==> src/rtl/rpd_pkg.sv <==
`default_nettype none

package rpd_pkg;

    localparam int ADDR_W            = 48;
    localparam int KIND_W            = 2;
    localparam int DEF_STORE_ENTRIES = 16;
    localparam int QUEUE_DEPTH       = 4;
    localparam int QUEUE_AW          = $clog2(QUEUE_DEPTH);

    localparam logic [KIND_W-1:0] KIND_MANAGEMENT = 2'd0;
    localparam logic [ADDR_W-1:0] ADDR_BROADCAST  = {ADDR_W{1'b1}};

    typedef struct packed {
        logic [KIND_W-1:0] frame_kind;
        logic [ADDR_W-1:0] addr_one;
        logic [ADDR_W-1:0] addr_two;
    } t_in_item;

    typedef struct packed {
        logic [ADDR_W-1:0] new_addr_one;
        logic [ADDR_W-1:0] new_addr_two;
    } t_out_item;

    typedef struct packed {
        logic [ADDR_W-1:0] first;
        logic [ADDR_W-1:0] second;
    } t_pair;

    // Queue side of the link between the front and back parts.
    typedef struct packed {
        logic  full;
        logic  empty;
        t_pair pair;
    } t_queue_stat;

endpackage

`default_nettype wire

==> src/rtl/rpd_queue.sv <==
`default_nettype none

module rpd_queue (
    input  wire logic                i_clk,
    input  wire logic                i_rst_n,
    input  wire logic                i_push,
    input  wire rpd_pkg::t_pair      i_pair,
    input  wire logic                i_pop,
    output rpd_pkg::t_queue_stat     o_stat
);

    localparam int AW = rpd_pkg::QUEUE_AW;

    rpd_pkg::t_pair r_mem [rpd_pkg::QUEUE_DEPTH];
    logic [AW-1:0]  r_wr;
    logic [AW-1:0]  r_rd;
    logic [AW:0]    r_cnt;
    logic           wr_en;
    logic           rd_en;

    assign o_stat.full  = (r_cnt == (AW+1)'(rpd_pkg::QUEUE_DEPTH));
    assign o_stat.empty = (r_cnt == '0);
    assign o_stat.pair  = r_mem[r_rd];
    assign wr_en        = i_push && !o_stat.full;
    assign rd_en        = i_pop && !o_stat.empty;

    always_ff @(posedge i_clk) begin
        if (!i_rst_n) begin
            r_wr  <= '0;
            r_rd  <= '0;
            r_cnt <= '0;
        end else begin
            if (wr_en) begin
                r_wr <= r_wr + AW'(1);
            end
            if (rd_en) begin
                r_rd <= r_rd + AW'(1);
            end
            case ({wr_en, rd_en})
                2'b10:   r_cnt <= r_cnt + (AW+1)'(1);
                2'b01:   r_cnt <= r_cnt - (AW+1)'(1);
                default: r_cnt <= r_cnt;
            endcase
        end
    end

    always_ff @(posedge i_clk) begin
        if (wr_en) begin
            r_mem[r_wr] <= i_pair;
        end
    end

endmodule

`default_nettype wire

==> src/rtl/rpd_front.sv <==
`default_nettype none

module rpd_front (
    input  wire logic                 i_clk,
    input  wire logic                 i_rst_n,
    input  wire logic                 i_push,
    output logic                      o_full,
    input  wire rpd_pkg::t_in_item    i_item,
    output logic                      o_q_push,
    output rpd_pkg::t_pair            o_q_pair,
    input  wire rpd_pkg::t_queue_stat i_q_stat
);

    logic           r_valid;
    rpd_pkg::t_pair r_pair;
    logic           n_valid;
    logic           keep;
    logic           accept;
    logic           drained;

    // Only management frames to a non-broadcast receiver go on to lookup.
    assign keep = (i_item.frame_kind == rpd_pkg::KIND_MANAGEMENT)
               && (i_item.addr_one != rpd_pkg::ADDR_BROADCAST);

    assign o_full   = r_valid && i_q_stat.full;
    assign accept   = i_push && !o_full;
    assign drained  = r_valid && !i_q_stat.full;
    assign o_q_push = r_valid;
    assign o_q_pair = r_pair;

    always_comb begin
        n_valid = r_valid;
        if (accept && keep) begin
            n_valid = 1'b1;
        end else if (drained) begin
            n_valid = 1'b0;
        end
    end

    always_ff @(posedge i_clk) begin
        if (!i_rst_n) begin
            r_valid <= 1'b0;
        end else begin
            r_valid <= n_valid;
        end
    end

    always_ff @(posedge i_clk) begin
        if (accept && keep) begin
            r_pair.first  <= i_item.addr_one;
            r_pair.second <= i_item.addr_two;
        end
    end

endmodule

`default_nettype wire

==> src/rtl/rpd_back.sv <==
`default_nettype none

module rpd_back #(
    parameter int STORE_ENTRIES = rpd_pkg::DEF_STORE_ENTRIES
) (
    input  wire logic                 i_clk,
    input  wire logic                 i_rst_n,
    input  wire rpd_pkg::t_queue_stat i_q_stat,
    output logic                      o_q_pop,
    output logic                      o_empty,
    input  wire logic                 i_pop,
    output rpd_pkg::t_out_item        o_item
);

    localparam int            IW   = (STORE_ENTRIES > 1) ? $clog2(STORE_ENTRIES) : 1;
    localparam logic [IW-1:0] LAST = IW'(STORE_ENTRIES - 1);

    typedef enum logic [1:0] {
        S_IDLE,
        S_SEARCH,
        S_WRITE
    } t_state;

    t_state                      r_state;
    rpd_pkg::t_pair              r_pair;
    logic [IW-1:0]               r_idx;
    logic [IW-1:0]               r_ptr;
    logic                        r_cmp;
    logic                        r_cmp_last;
    logic [STORE_ENTRIES-1:0]    r_valid;
    logic                        r_rd_valid;
    logic [rpd_pkg::ADDR_W-1:0]  r_rd_first;
    logic [rpd_pkg::ADDR_W-1:0]  r_rd_second;
    logic                        r_out_valid;
    rpd_pkg::t_out_item          r_out;

    logic [rpd_pkg::ADDR_W-1:0]  r_mem_first  [STORE_ENTRIES];
    logic [rpd_pkg::ADDR_W-1:0]  r_mem_second [STORE_ENTRIES];

    logic [rpd_pkg::ADDR_W-1:0]  rd_first_eff;
    logic [rpd_pkg::ADDR_W-1:0]  rd_second_eff;
    logic                        hit;
    logic                        out_free;
    logic                        wr_en;

    // An entry never written since reset reads as an all-zero pair.
    assign rd_first_eff  = r_rd_valid ? r_rd_first  : '0;
    assign rd_second_eff = r_rd_valid ? r_rd_second : '0;
    assign hit = r_cmp && (rd_first_eff == r_pair.first)
                       && (rd_second_eff == r_pair.second);

    assign out_free = !r_out_valid || i_pop;
    assign wr_en    = (r_state == S_WRITE) && out_free;
    assign o_q_pop  = (r_state == S_IDLE) && !i_q_stat.empty;
    assign o_empty  = !r_out_valid;
    assign o_item   = r_out;

    always_ff @(posedge i_clk) begin
        if (!i_rst_n) begin
            r_state     <= S_IDLE;
            r_idx       <= '0;
            r_ptr       <= '0;
            r_cmp       <= 1'b0;
            r_cmp_last  <= 1'b0;
            r_valid     <= '0;
            r_rd_valid  <= 1'b0;
            r_out_valid <= 1'b0;
        end else begin
            if (r_out_valid && i_pop && !wr_en) begin
                r_out_valid <= 1'b0;
            end
            case (r_state)
                S_IDLE: begin
                    if (!i_q_stat.empty) begin
                        r_pair     <= i_q_stat.pair;
                        r_idx      <= '0;
                        r_cmp      <= 1'b0;
                        r_cmp_last <= 1'b0;
                        r_state    <= S_SEARCH;
                    end
                end
                S_SEARCH: begin
                    // Read one entry per cycle; compare it the cycle after.
                    r_rd_valid <= r_valid[r_idx];
                    r_cmp      <= 1'b1;
                    r_cmp_last <= (r_idx == LAST);
                    if (r_idx != LAST) begin
                        r_idx <= r_idx + IW'(1);
                    end
                    if (hit) begin
                        r_state <= S_IDLE;
                    end else if (r_cmp && r_cmp_last) begin
                        r_state <= S_WRITE;
                    end
                end
                S_WRITE: begin
                    if (out_free) begin
                        r_valid[r_ptr]     <= 1'b1;
                        r_ptr              <= (r_ptr == LAST) ? '0 : r_ptr + IW'(1);
                        r_out_valid        <= 1'b1;
                        r_out.new_addr_one <= r_pair.first;
                        r_out.new_addr_two <= r_pair.second;
                        r_state            <= S_IDLE;
                    end
                end
                default: begin
                    r_state <= S_IDLE;
                end
            endcase
        end
    end

    always_ff @(posedge i_clk) begin
        if (wr_en) begin
            r_mem_first[r_ptr]  <= r_pair.first;
            r_mem_second[r_ptr] <= r_pair.second;
        end
        r_rd_first  <= r_mem_first[r_idx];
        r_rd_second <= r_mem_second[r_idx];
    end

endmodule

`default_nettype wire

==> src/rtl/recent_pair_dedup_filter.sv <==
// Recent address pair filter for captured management frame headers.
// Input channel: drive i_item and raise push; the header is taken on a
// clock edge with push high and full low. Non-management frames, and
// frames to the broadcast receiver, are taken and dropped at once.
// Result channel: while empty is low, o_item holds the oldest new pair;
// it is taken on a clock edge with pop high.
// Each kept header passes a registered classify stage and a four-entry
// queue, then a lookup engine compares the store one entry per cycle
// through its registered read port, ending early on a hit. A miss is
// put on the result port and written over the store entry at a
// round-robin pointer.
// Reset (synchronous, active low) empties the queue and output, sets the
// pointer to entry zero and clears all entry valid bits, so every entry
// reads as an all-zero pair; no clearing sweep follows.
// When pop stays low, the engine holds its finished result in S_WRITE, the
// queue fills, and full rises once the classify stage also holds a header.
`default_nettype none

module recent_pair_dedup_filter #(
    parameter int STORE_ENTRIES = rpd_pkg::DEF_STORE_ENTRIES
) (
    input  wire logic               i_clk,
    input  wire logic               i_rst_n,
    input  wire logic               push,
    output logic                    full,
    input  wire rpd_pkg::t_in_item  i_item,
    output logic                    empty,
    input  wire logic               pop,
    output rpd_pkg::t_out_item      o_item
);

    logic                 q_push;
    rpd_pkg::t_pair       q_pair;
    logic                 q_pop;
    rpd_pkg::t_queue_stat q_stat;

    rpd_front u_front (
        .i_clk    (i_clk),
        .i_rst_n  (i_rst_n),
        .i_push   (push),
        .o_full   (full),
        .i_item   (i_item),
        .o_q_push (q_push),
        .o_q_pair (q_pair),
        .i_q_stat (q_stat)
    );

    rpd_queue u_queue (
        .i_clk   (i_clk),
        .i_rst_n (i_rst_n),
        .i_push  (q_push),
        .i_pair  (q_pair),
        .i_pop   (q_pop),
        .o_stat  (q_stat)
    );

    rpd_back #(
        .STORE_ENTRIES (STORE_ENTRIES)
    ) u_back (
        .i_clk    (i_clk),
        .i_rst_n  (i_rst_n),
        .i_q_stat (q_stat),
        .o_q_pop  (q_pop),
        .o_empty  (empty),
        .i_pop    (pop),
        .o_item   (o_item)
    );

endmodule

`default_nettype wire

==> config.mk <==
export PLATFORM = sky130hd
export DESIGN_NAME = recent_pair_dedup_filter
export DESIGN_NICKNAME = d
export VERILOG_FILES = /design/src/rtl/rpd_pkg.sv /design/src/rtl/rpd_queue.sv /design/src/rtl/rpd_front.sv /design/src/rtl/rpd_back.sv /design/src/rtl/recent_pair_dedup_filter.sv
export SDC_FILE = /design/constraint.sdc
export NUM_CORES = 2
export LEC_CHECK = 0
export BUFFER_PORTS_ARGS = -buffer_cell sky130_fd_sc_hd__buf_2
export CAP_MARGIN = 20
export CORE_MARGIN = 2
export CORE_UTILIZATION = 35
export CTS_BUF_LIST = sky130_fd_sc_hd__clkbuf_2
export CTS_CLUSTER_DIAMETER = 30
export DETAILED_ROUTE_END_ITERATION = 12
export PLACE_DENSITY = 0.6
export SYNTH_ARGS = -nofsm -noshare
export SYNTH_HDL_FRONTEND = slang
export SYNTH_SLANG_ARGS = --single-unit
export TNS_END_PERCENT = 50
==> constraint.sdc <==
create_clock -name i_clk -period 7.8 [get_ports i_clk]
set_input_delay 0.39 -clock i_clk [delete_from_list [all_inputs] [get_ports i_clk]]
set_output_delay 0.39 -clock i_clk [all_outputs]
set_load 0.01 [all_outputs]
==> results by group <==
Timing
  – Worst setup margin: 3541 ps
  – Setup violations, final: 0
  – Setup TNS Final: 0 ps
  – FMAX: 234.8 MHz
  – Crit path time final: 4259 ps
  – Max Slew Vio Count: 0
  – Fin. Hold Viols: 0
  – Hold Slack: around 320 ps
  – Relative slew slack: 0.1618
  – Final period util: 0.5460
  – RSZ-0062 raised after global routing: no
  – Clock skew: ~140 ps
  – Worst-Margin Slew: 1257 ps

Critical path
  – RR Endpoint: u_back.r_state[1]
  – Worst setup EP type: register
  – Start point of the critical path: u_back.r_pair[13]
  – Reg2Reg Launch Point: u_back.r_pair[13]
  – Worst R2R Path Depth: 8
  – R2r setup slk: approximately 3500 ps
  – Setup crit start kind: register
  – CP endpoint: u_back.r_state[1]
  – Crit path kind: register to register
  – CP arrival: 5960 ps
  – CP max FO: 20
  – Critical Path RT: 9510 ps

Floorplan
  – Core Region: between 0.2 and 0.25 mm²
  – Placement Rows: 181
  – Initial Utilization: 0.3519
  – I/O Pins: 200
  – Die width: 498.3 µm
  – Die area: between 0.2 and 0.25 mm²
  – Die Y: 498.3 µm

Power
  – Max IR drop VDD: between 0.15 and 0.2 mV
  – PwrDens: 271.4 mW/mm²
  – Pwr Total: 26.99 mW
  – Leak: 31.91 nW

Final layout
  – Post-layout nets: 4699
  – Commonest non-fill, non-tap cell in the layout: edfxtp_1
  – Most frequent cells in the layout: edfxtp_1 (2208), clkbuf_2 (917), mux4_2 (581)
  – Share of layout cells above drive strength 1: 0.3759
  – Area Overhead vs Synth: 16.30%

CTS
  – Clk sink count: about 2300
  – Skew-Pair Late Insertion Delay: 1870 ps
  – Max clock buf depth: 4
  – Post-CTS Setup Bufs: 0
  – Root Buffer: clkbuf_2
  – CTS buffer count: 604
  – H-tree depth: 6
  – CTS tree: yes
  – Clock Pin Slew Worst Setup and Hold Paths: 100 ps

Placement
  – Hpwl dp: 118600 µm
  – Gpl congestion: 0.8461
  – PortBufs: about 200
  – Setup WS pre-CTS: 3915 ps

Synth
  – Unique cell type count in the Yosys netlist: 54
  – Mapped cell area: about 0.086 mm²
  – Register bit total from synthesis: roughly 2300
  – Post-synth EDFFs: 2208
  – Synth warnings: 0
  – Synthesized netlist cell count: 3519
  – Synth Flop Type: edfxtp_1
  – Avg Inst Size Synth: approximately 24 µm²
  – Seq/Total Area, Yosys: 0.8067
  – Post-synth ARST share: 0
  – Syn Nets: 3632

Drt
  – Post-Route WL: 217300 µm
  – Drt pass-1 iters: 6
  – Vias per cell: 5.121
  – Wirelength per Cell: 26.41 µm
  – Iter 0 DRT Violations: 4575
  – Final ANT Viol Nets: 0
  – Via count: 42150
  – Residual DRC count: 0

Run status
  – Status: complete, no violations

GRT
  – Vias in the first global route: 44330
  – Largest net degree at the start of global routing: 161
  – First-pass GRT wire length: between 300000 and 400000 µm
  – Gr ovfl total: 0
  – Initial antenna violation count: 16
  – GR Util All Layers: 0.1731

Hold path
  – Worst hold start: i_rst_n
  – Hold WC Path Type: input pin to register

Flow run
  – Max-Cap Viols: 0
==> worst min-delay path by stage <==
stage / to / slack (ps) / cells after the start
6_report: u_back.r_valid[4] / 320 / 5
5_1_grt: u_front.o_q_pair[28] / 190 / 4
4_1_cts: u_front.o_q_pair[10] / 40 / 4
3_5_place_dp: u_back.r_valid[10] / 450 / 1
3_3_place_gp: u_back.r_valid[7] / 440 / 1
2_1_floorplan: u_back.r_valid[10] / 440 / 1
==> registers in the layout (all words and copies together), names as in the netlist, 3 cells and up <==
register             cells
u_back.r_mem_first     768
u_back.r_mem_second    768
u_queue.r_mem          384
u_back.o_item           96
u_back.r_pair           96
u_front.o_q_pair        96
u_back.r_rd_first       48
u_back.r_rd_second      48
u_back.r_valid          16
u_back.r_idx             4
u_back.r_ptr             4
u_queue.r_cnt            3
==> cells in the mapped netlist, drive strengths merged (2+ instances only) <==
cell type     n  area, µm²
edfxtp     2208      66300
mux4        581      13090
dfxtp       134       2683
clkbuf       86      322.8
inv          63      236.5
buf          56      252.7
nor2         44      165.2
o21ai        27      135.1
nand2b       23      143.9
nand4        22      137.6
nor4         22      143.9
nand2        21      78.83
xnor2        21      183.9
nor2b        19      118.9
o21a         19      142.6
a22oi        16      120.1
o22ai        15      93.84
and2         14      87.58
a31o         12      105.1
ha           10      125.1
nand3        10      50.05
nor3         10      50.05
nor4bb        9      90.09
o2111ai       7      61.31
xor2          7      61.31
or4           6      45.04
a21boi        5      37.54
a21oi         5      25.02
a2111oi       4      35.03
a22o          4      35.03
a221o         3      30.03
a221oi        3      26.28
a222oi        3      30.03
and4bb        3      37.54
nand4b        3      26.28
o221ai        3      26.28
o2bb2ai       3      26.28
a2111o        2      22.52
and3          2      12.51
mux2i         2      20.02
o211ai        2      15.01
o31ai         2      15.01
==> kinds of logic (layout without fill, tap and decap cells) <==
family | count (synthesis) | in the layout | synth area share
AOI/OAI and AO/OA | 140 | 140 | 0.01195
and+or+nand+nor | 210 | 210 | 0.01406
DFF | 2342 | 2342 | 0.8067
buffers and inverters | 205 | 1709 | 0.009495
muxes | 583 | 583 | 0.1532
xor gates and xnor gates | 28 | 28 | 0.002868
other | 0 | 6 | 0
adders and majority gates | 11 | 11 | 0.001697
==> area by class of cell <==
cell class / instances / area, µm²
fillers: 21340 / 143500
clock inverters: 126 / 793.3
multi-input cells: 972 / 15870
inverters: 63 / 236.5
repair buffers: 603 / 4942
diodes: 6 / 15.01
clock buffers: 917 / 4589
well taps: 3202 / 4006
flip-flops and latches: 2342 / 69010
==> through the flow <==
stage / utilization / instance area, µm² / instances
2_1_floorplan: - / 85530 / 3519
3_3_place_gp: 0.3743 / 90960 / 6876
3_5_place_dp: 0.3743 / 90960 / 6876
4_1_cts: 0.4091 / 99420 / 8224
5_1_grt: 0.4093 / 99450 / 8229
6_report: 0.4093 / 99460 / 8231
==> where the power goes <==
part           leakage [nW]  internal (mW)  switching [mW]
Combinational          6.68           1.45            1.66
Sequential             21.0           14.7           0.874
Clock                  4.23           3.46            4.82
==> worst max-delay path: stages, from the launching register on <==
cell and delay (ps):
edfxtp_1 740, nor4bb_1 390, a31o_2 140, a22oi_1 170, nor4_1 940, nand4_1 260, nor4_2 770, o21ai_1 140
dlygate4sd3_1 580
==> what timing repair did <==
item | in CTS | in global routing
hold buffers | 305 | 0
endpoints found under the hold margin | 1169 | 0
gates resized for setup | 0 | 0
==> metal layers <==
metal	up-vias	part of all wire	GRT usage
met3	299	0.083	0.04785
met2	1834	0.47	0.2640
met4	2	0.023	0.05728
met5	-	0.000087	0
li1	17560	-	-
met1	22460	0.43	0.2403
Note: power is estimated with default switching activity, not from simulation.
